File: config.mk
export PLATFORM = sky130hd
export DESIGN_NAME = fifo_queue_with_positional_discard
export DESIGN_NICKNAME = d
export VERILOG_FILES = /design/src/fqd_pkg.sv /design/src/fqd_ram.sv /design/src/fqd_ctrl.sv /design/src/fifo_queue_with_positional_discard.sv
export SDC_FILE = /design/constraint.sdc
export NUM_CORES = 1
export LEC_CHECK = 0
export ABC_AREA = 1
export BUFFER_PORTS_ARGS = -buffer_cell sky130_fd_sc_hd__buf_2
export CELL_PAD_IN_SITES_DETAIL_PLACEMENT = 1
export CELL_PAD_IN_SITES_GLOBAL_PLACEMENT = 2
export CORE_MARGIN = 2
export CORE_UTILIZATION = 25
export CTS_BUF_LIST = sky130_fd_sc_hd__clkbuf_4
export CTS_CLUSTER_SIZE = 16
export DETAILED_ROUTE_END_ITERATION = 6
export GPL_ROUTABILITY_DRIVEN = 0
export PLACE_DENSITY_LB_ADDON = 0.1
export SLEW_MARGIN = 20
export SYNTH_ARGS = -nofsm -noshare
export SYNTH_HDL_FRONTEND = slang
export SYNTH_SLANG_ARGS = --single-unit
File: constraint.sdc
create_clock -name clk_i -period 4.41 [get_ports clk_i]
set_input_delay 0.2205 -clock clk_i [delete_from_list [all_inputs] [get_ports clk_i]]
set_output_delay 0.2205 -clock clk_i [all_outputs]
set_load 0.03 [all_outputs]
File: src/fqd_pkg.sv
// ----------------------------------------------------------------------------
// fqd_pkg
// Shared types and constants for the FIFO queue with positional discard.
// ----------------------------------------------------------------------------
package fqd_pkg;

  // Queue depth; must be a power of two so physical addresses wrap for free
  localparam int DEPTH = 16;
  localparam int AW    = $clog2(DEPTH);
  localparam int CW    = $clog2(DEPTH + 1);
  localparam int DW    = 32;
  localparam int PW    = 4;

  // Request codes
  typedef enum logic [1:0] {
    REQ_ENQ = 2'd0,
    REQ_DEQ = 2'd1,
    REQ_DIS = 2'd2,
    REQ_NOP = 2'd3
  } req_e;

  // Sequencer states
  typedef enum logic [2:0] {
    ST_IDLE,
    ST_SHIFT_RD,
    ST_SHIFT_WR,
    ST_FRONT,
    ST_RESP
  } state_e;

  // RAM access from the sequencer
  typedef struct packed {
    logic          we;
    logic [AW-1:0] waddr;
    logic [DW-1:0] wdata;
    logic [AW-1:0] raddr;
  } ram_req_t;

  // One result transaction
  typedef struct packed {
    logic          error;
    logic          is_empty;
    logic [CW-1:0] count;
    logic [DW-1:0] front_value;
  } res_t;

endpackage

File: src/fqd_ram.sv
// ----------------------------------------------------------------------------
// fqd_ram
// Element storage: one write port, one read port, registered read data.
// ----------------------------------------------------------------------------
module fqd_ram
  import fqd_pkg::*;
(
  input  logic          clk_i,
  input  ram_req_t      req_i,
  output logic [DW-1:0] rdata_o
);

  logic [DW-1:0] mem [DEPTH];
  logic [DW-1:0] rdata_q;

  // Write port
  always_ff @(posedge clk_i) begin
    if (req_i.we) begin
      mem[req_i.waddr] <= req_i.wdata;
    end
  end

  // Read port with registered read data
  always_ff @(posedge clk_i) begin
    rdata_q <= mem[req_i.raddr];
  end

  assign rdata_o = rdata_q;

endmodule

File: src/fqd_ctrl.sv
// ----------------------------------------------------------------------------
// fqd_ctrl
// Request sequencer: ring head pointer, count and the gap-closing shift loop.
// ----------------------------------------------------------------------------
module fqd_ctrl
  import fqd_pkg::*;
(
  input  logic          clk_i,
  input  logic          rst_ni,
  input  logic          req_valid_i,
  output logic          req_ready_o,
  input  logic [1:0]    req_type_i,
  input  logic [DW-1:0] value_i,
  input  logic [PW-1:0] position_i,
  output ram_req_t      ram_req_o,
  input  logic [DW-1:0] ram_rdata_i,
  output logic          res_valid_o,
  input  logic          res_ready_i,
  output res_t          res_o
);

  state_e        state_q, state_d;
  logic [AW-1:0] head_q, head_d;
  logic [CW-1:0] cnt_q, cnt_d;
  logic [AW-1:0] idx_q, idx_d;
  logic          err_q, err_d;

  logic [CW-1:0] pos_ext;
  logic          dis_in_range;
  logic          dis_shift;
  logic          more_shift;
  req_e          req;

  assign req          = req_e'(req_type_i);
  assign pos_ext      = CW'(position_i);
  assign dis_in_range = pos_ext < cnt_q;
  // Discard of an inner element needs the shift loop
  assign dis_shift    = dis_in_range && (pos_ext != '0) && ((pos_ext + CW'(1)) != cnt_q);
  // Another element still sits behind the current gap
  assign more_shift   = (CW'(idx_q) + CW'(2)) < cnt_q;

  // Next state
  always_comb begin
    state_d = state_q;
    case (state_q)
      ST_IDLE: begin
        if (req_valid_i) begin
          state_d = (req == REQ_DIS && dis_shift) ? ST_SHIFT_RD : ST_FRONT;
        end
      end
      ST_SHIFT_RD: state_d = ST_SHIFT_WR;
      ST_SHIFT_WR: state_d = more_shift ? ST_SHIFT_RD : ST_FRONT;
      ST_FRONT:    state_d = ST_RESP;
      ST_RESP: begin
        if (res_ready_i) begin
          state_d = ST_IDLE;
        end
      end
      default:     state_d = ST_IDLE;
    endcase
  end

  // Outputs and datapath updates
  always_comb begin
    ram_req_o       = '0;
    ram_req_o.raddr = head_q;
    head_d          = head_q;
    cnt_d           = cnt_q;
    idx_d           = idx_q;
    err_d           = err_q;
    req_ready_o     = 1'b0;
    res_valid_o     = 1'b0;
    case (state_q)
      ST_IDLE: begin
        req_ready_o = 1'b1;
        if (req_valid_i) begin
          err_d = 1'b0;
          case (req)
            REQ_ENQ: begin
              if (cnt_q == CW'(DEPTH)) begin
                err_d = 1'b1;
              end else begin
                ram_req_o.we    = 1'b1;
                ram_req_o.waddr = head_q + cnt_q[AW-1:0];
                ram_req_o.wdata = value_i;
                cnt_d           = cnt_q + CW'(1);
              end
            end
            REQ_DEQ: begin
              if (cnt_q == '0) begin
                err_d = 1'b1;
              end else begin
                head_d = head_q + AW'(1);
                cnt_d  = cnt_q - CW'(1);
              end
            end
            REQ_DIS: begin
              if (dis_in_range) begin
                if (pos_ext == '0) begin
                  head_d = head_q + AW'(1);
                  cnt_d  = cnt_q - CW'(1);
                end else if (!dis_shift) begin
                  // last element: just drop it
                  cnt_d = cnt_q - CW'(1);
                end else begin
                  idx_d = AW'(position_i);
                end
              end
            end
            default: ;
          endcase
        end
      end
      ST_SHIFT_RD: begin
        ram_req_o.raddr = head_q + idx_q + AW'(1);
      end
      ST_SHIFT_WR: begin
        ram_req_o.we    = 1'b1;
        ram_req_o.waddr = head_q + idx_q;
        ram_req_o.wdata = ram_rdata_i;
        idx_d           = idx_q + AW'(1);
        if (!more_shift) begin
          cnt_d = cnt_q - CW'(1);
        end
      end
      ST_FRONT: ;
      ST_RESP: res_valid_o = 1'b1;
      default: ;
    endcase
  end

  // Result fields
  always_comb begin
    res_o.error       = err_q;
    res_o.is_empty    = (cnt_q == '0);
    res_o.count       = cnt_q;
    res_o.front_value = (cnt_q == '0) ? '0 : ram_rdata_i;
  end

  // Control state
  always_ff @(posedge clk_i or negedge rst_ni) begin
    if (!rst_ni) begin
      state_q <= ST_IDLE;
      head_q  <= '0;
      cnt_q   <= '0;
      err_q   <= 1'b0;
    end else begin
      state_q <= state_d;
      head_q  <= head_d;
      cnt_q   <= cnt_d;
      err_q   <= err_d;
    end
  end

  // Shift index
  always_ff @(posedge clk_i) begin
    idx_q <= idx_d;
  end

endmodule

File: src/fifo_queue_with_positional_discard.sv
// ----------------------------------------------------------------------------
// fifo_queue_with_positional_discard
// Ordered queue of signed 32-bit elements with enqueue, dequeue and
// discard at a position; every transaction returns front, count and flags.
//
//   channel | dir | tdata fields (low bit first)
//   s_axis  | in  | req_type[1:0], value[33:2], position[37:34], zero pad
//   m_axis  | out | front_value[31:0], count[36:32], is_empty[37],
//           |     | error[38], zero pad
//
// Enqueue, dequeue, out-of-range discard and discard of the front or last
// element go through the idle, front and result states; an inner discard at
// position p with count n first shifts the n-1-p elements behind it, one
// RAM read and one RAM write each, through the single-port-pair storage.
// One request is in work at a time; the next is taken once the result sits
// in the output register. Reset clears state, count, head, error, out valid.
// ----------------------------------------------------------------------------
module fifo_queue_with_positional_discard
  import fqd_pkg::*;
(
  input  logic        clk_i,
  input  logic        rst_ni,
  input  logic        s_axis_tvalid,
  output logic        s_axis_tready,
  input  logic [39:0] s_axis_tdata,   // req_type, value, position
  output logic        m_axis_tvalid,
  input  logic        m_axis_tready,
  output logic [39:0] m_axis_tdata    // front_value, count, is_empty, error
);

  ram_req_t      ram_req;
  logic [DW-1:0] ram_rdata;
  logic          res_valid;
  logic          res_ready;
  res_t          res;
  logic          out_valid_q;
  res_t          out_q;

  fqd_ram u_ram (
    .clk_i   (clk_i),
    .req_i   (ram_req),
    .rdata_o (ram_rdata)
  );

  fqd_ctrl u_ctrl (
    .clk_i       (clk_i),
    .rst_ni      (rst_ni),
    .req_valid_i (s_axis_tvalid),
    .req_ready_o (s_axis_tready),
    .req_type_i  (s_axis_tdata[1:0]),
    .value_i     (s_axis_tdata[33:2]),
    .position_i  (s_axis_tdata[37:34]),
    .ram_req_o   (ram_req),
    .ram_rdata_i (ram_rdata),
    .res_valid_o (res_valid),
    .res_ready_i (res_ready),
    .res_o       (res)
  );

  // Output register
  assign res_ready = !out_valid_q || m_axis_tready;

  always_ff @(posedge clk_i or negedge rst_ni) begin
    if (!rst_ni) begin
      out_valid_q <= 1'b0;
    end else if (res_ready) begin
      out_valid_q <= res_valid;
    end
  end

  always_ff @(posedge clk_i) begin
    if (res_valid && res_ready) begin
      out_q <= res;
    end
  end

  assign m_axis_tvalid = out_valid_q;
  assign m_axis_tdata  = {1'b0, out_q};

`ifndef SYNTHESIS
  a_count_range: assert property (@(posedge clk_i) disable iff (!rst_ni)
    m_axis_tvalid |-> (m_axis_tdata[36:32] <= 5'(DEPTH)))
    else $error("count above depth");
  a_empty_flag: assert property (@(posedge clk_i) disable iff (!rst_ni)
    m_axis_tvalid |-> (m_axis_tdata[37] == (m_axis_tdata[36:32] == '0)))
    else $error("empty flag disagrees with count");
  a_empty_front: assert property (@(posedge clk_i) disable iff (!rst_ni)
    (m_axis_tvalid && m_axis_tdata[37]) |-> (m_axis_tdata[31:0] == '0))
    else $error("front not zero when empty");
  a_error_state: assert property (@(posedge clk_i) disable iff (!rst_ni)
    (m_axis_tvalid && m_axis_tdata[38]) |->
      (m_axis_tdata[36:32] == '0 || m_axis_tdata[36:32] == 5'(DEPTH)))
    else $error("error flagged while neither empty nor full");
`endif

endmodule

==> results.toml <==
[status]
status = "finished clean"

[worst_setup_path]
setup.reg_to_reg.worst_slack_ps = 1070
crit_arrival_ps = 4030
critical_path.cell_chain = "nor2_1, inv_1, nor2_2, nand4_1, inv_2, a22oi_1, inv_1, nand3_1, nor2_4, buf_12"
critPathLaunchType = "flip-flop"
worst-setup-path-type = "reg2reg"
path_max_fanout = 14
cp_num_buf_inv = 4
number_of_cells_traversed_by_the_worst_register_to_register_path = 10
endpoint_kind = "flip-flop"
cpPeakStageDelay_ps = 600
worstReg2RegEnd = "u_ram.mem[5][23]$_DFFE_PP_"
cp_slowest_cell = "nor2_4"
cp_top_family = "simple AND/OR/NAND/NOR gates"
critical-path-top-cell-by-count = "inv_1"
reg2reg_from = "u_ctrl.state_q[0]$_DFFE_PN0P_"
worstPathRequired_ps = 5100

[layout]
area_delta_synth_final_pct = 20.90
multi_input_comb_area_mm2 = 0.006397
finalNetCount = 2546
layout_cell_share_with_drive_strength_beyond_1 = 0.1758
fillers = 11020
ff_latch_area_mm2 = 0.01766

[route]
totalWireLength_um = 80390
detail_route.vias_per_cell = 4.418
drc_errors = 0
drtPass1Iterations = 5
drt_first_iter_violations = 975
route.antenna.remaining_nets = 0
via_total_after_detailed_routing = 17340
wire_per_inst_um = 20.49

[timing]
relSlewSlack = 0.3351
final_hold_viol_count = 0
rsz0062_at_grt = "false"
finalSetupViolations = 0
timing_max_transition_violations_final = 0
timing.final.crit_share = 0.7564
setup_total_negative_slack_ps = 0
maxClockFrequency_mhz = 299.8
final.setup_skew_ps = 59.71
transition_time_of_the_tightest_slew_check_pin_ps = 993.5
period_needed_ps = 3336

[worst_hold_path]
hold_path_end = "u_ctrl.idx_q[2]$_DFFE_PP_"
worstHoldPathCells = 4
worstHoldStart = "s_axis_tdata[36]"
timing.hold.worst.class = "in2reg"

[yosys]
synth_nets = 2294
ys_warns = 0
post_synth_instance_area_mm2 = 0.02518
ys_types = 36
postSynthCellCount = 2222
synth.ff_latch_count = 601
yosysSeqAreaShare = 0.7012
syn_area_per_cell_um2 = 11.33

[clock_tree]
root_buffer = "clkbuf_4"
clkTransAtPathRegs_ps = 60
cts.path.max_buffers = 3
worstSkewPairLatency_ps = 1050
clock_tree.htree_level_count = 4
clock_sinks = 601
tritoncts = "yes"
cts_buffers = 175
post_cts_resize_count = 0

[flow_run]
max_cap_viol_count = 0

[power]
report.power.total_mw = 26.10
power_leakage_nw = 12.18
cellPowerDensity_mw_per_mm2 = 857.5
ir_worst_vdd_mv = 0.8713

[die]
die-width_um = 321.4
initial_core_util = 0.2518
fp.coreArea_mm2 = 0.1000
fp.dieArea_mm2 = 0.1033
floorplan.die.height_um = 321.4
ioPinCount = 86
num_rows = 116

[grt]
vias_in_the_first_global_route = 18250
pin_count_of_the_biggest_net_entering_global_routing = 141
number_of_antenna_violations_at_the_first_check_in_global_routing = 2
grt_first_pass_wirelength_um = 118700
global_route.overflow_total = 0
grt.total_usage = 0.1583

[placement]
io_buffer_count = 82
final_hpwl_dp_um = 42850
-- worst max path at each step --
stage / to / cells after the start / start
after floorplan: u_ram.mem[1][0]$_DFFE_PP_ / 9 / u_ctrl.state_q[0]$_DFFE_PN0P_
after global placement: u_ram.mem[14][14]$_DFFE_PP_ / 10 / u_ctrl.state_q[0]$_DFFE_PN0P_
after detailed placement: u_ram.mem[5][23]$_DFFE_PP_ / 10 / u_ctrl.state_q[0]$_DFFE_PN0P_
after CTS: u_ram.mem[5][23]$_DFFE_PP_ / 10 / u_ctrl.state_q[0]$_DFFE_PN0P_
after global routing: u_ram.mem[5][23]$_DFFE_PP_ / 10 / u_ctrl.state_q[0]$_DFFE_PN0P_
final: u_ram.mem[5][23]$_DFFE_PP_ / 10 / u_ctrl.state_q[0]$_DFFE_PN0P_
-- synth_stat cells --
| master | n | area (µm²) |
|---|---|---|
| a21o_1 | 2 | 15.01 |
| a21oi_1 | 6 | 30.03 |
| a22o_1 | 32 | 280.3 |
| a22oi_1 | 2 | 15.01 |
| a31oi_1 | 1 | 6.260 |
| and2_1 | 1 | 6.260 |
| buf_1 | 16 | 60.06 |
| buf_2 | 60 | 300.3 |
| buf_4 | 1 | 7.510 |
| clkbuf_1 | 39 | 146.4 |
| conb_1 | 1 | 3.750 |
| dfrtp_1 | 14 | 350.3 |
| dfxtp_1 | 32 | 640.6 |
| edfxtp_1 | 555 | 16670 |
| fa_1 | 2 | 40.04 |
| ha_1 | 26 | 325.3 |
| inv_1 | 207 | 777.0 |
| inv_2 | 3 | 11.26 |
| mux2_2 | 1 | 11.26 |
| nand2_1 | 796 | 2988 |
| nand3_1 | 219 | 1096 |
| nand3_4 | 1 | 17.52 |
| nand4_1 | 5 | 31.28 |
| nor2_1 | 32 | 120.1 |
| nor2_2 | 1 | 6.260 |
| nor3_1 | 3 | 15.01 |
| o211ai_1 | 127 | 953.4 |
| o21ai_0 | 12 | 60.06 |
| o21ai_1 | 3 | 15.01 |
| o21ai_2 | 2 | 17.52 |
| o21bai_1 | 1 | 7.510 |
| o221ai_1 | 1 | 8.760 |
| o22ai_1 | 1 | 6.260 |
| or2_2 | 1 | 6.260 |
| xnor2_1 | 5 | 43.79 |
| xor2_1 | 11 | 96.34 |
-- worst min-delay path, stage by stage --
cell           delay (ps)
dlygate4sd3_1         520
buf_2                 200
nand2_1                80
o21ai_0                70
-- layer usage --
| metal | up-vias | wire [µm] | track usage | share of wire |
|---|---|---|---|---|
| li1 | 8257 | - | - | - |
| met1 | 8646 | 36400 | 0.2015 | 0.45 |
| met2 | 293 | 39370 | 0.2676 | 0.49 |
| met3 | 141 | 2820 | 0.03274 | 0.035 |
| met4 | 0 | 1795 | 0.05223 | 0.022 |
| met5 | - | 0 | 0 | 0 |
-- what timing repair did --
action | CTS | global route
hold buffers | 48 | 0
endpoints found under the hold margin | 552 | 0
buffers inserted | 0 | 0
-- cells by family (layout without fill, tap and decap cells) --
| logic type | Yosys count | after routing | share of synthesized area |
|---|---|---|---|
| and+or+nand+nor | 1059 | 1059 | 0.1702 |
| DFF | 601 | 601 | 0.7012 |
| adders and majority gates | 28 | 28 | 0.01451 |
| other | 1 | 4 | 0.0001489 |
| buffers and inverters | 326 | 727 | 0.05172 |
| AOI/OAI and AO/OA | 190 | 190 | 0.05620 |
| muxes | 1 | 1 | 0.0004472 |
| xor gates and xnor gates | 16 | 16 | 0.005565 |
-- area by class of cell --
cell class / instances / area share
Antenna cell: 3 / 0.0002466
Clock buffer: 274 / 0.06757
Clock inverter: 52 / 0.009411
Inverter: 210 / 0.02597
Multi-Input combinational cell: 1295 / 0.2101
Sequential cell: 601 / 0.5800
Tap cell: 1298 / 0.05335
Timing Repair Buffer: 191 / 0.05335
-- layout by cell type, fill, tap and decap left out, drive strengths merged, types with 11 or more instances in the layout --
cell type | synthesis | layout
nand2 | 796 | 796
edfxtp | 555 | 555
clkbuf | 39 | 274
nand3 | 220 | 220
inv | 210 | 215
buf | 77 | 143
o211ai | 127 | 127
dlygate4sd3 | 0 | 48
clkinv | 0 | 42
nor2 | 33 | 33
a22o | 32 | 32
dfxtp | 32 | 32
ha | 26 | 26
o21ai | 17 | 17
dfrtp | 14 | 14
xor2 | 11 | 11
-- through the flow --
stage,area (µm²),instances,hold WS [ps],utilization,setup WS [ps]
floorplan,25180,2222,-75.09,-,874.7
global placement,27610,3547,166.0,0.2761,1068
detailed placement,27610,3547,174.2,0.2761,991.2
CTS,30440,3921,2.419,0.3044,921.2
global route,30440,3924,132.6,0.3044,762.4
finish,30440,3924,169.8,0.3044,1074
-- power breakdown --
group / total (mW) / internal, mW / leakage, nW / switching (mW)
registers: 8.44 / 8.07 / 5.58 / 0.371
logic: 12.2 / 3.47 / 5.20 / 8.70
clock network: 5.49 / 2.99 / 1.39 / 2.50
-- state kept, by name, summed over array words and instances, names as in the netlist --
| register | count |
|---|---|
| u_ctrl.idx_q | 4 |
| m_axis_tdata | 39 |
| u_ram.mem | 512 |
| u_ram.rdata_o | 32 |
| m_axis_tvalid | 1 |
| u_ctrl.head_q | 4 |
| u_ctrl.cnt_q | 5 |
| u_ctrl.err_q | 1 |
| u_ctrl.state_q | 3 |
Note: power is estimated with default switching activity, not from simulation.
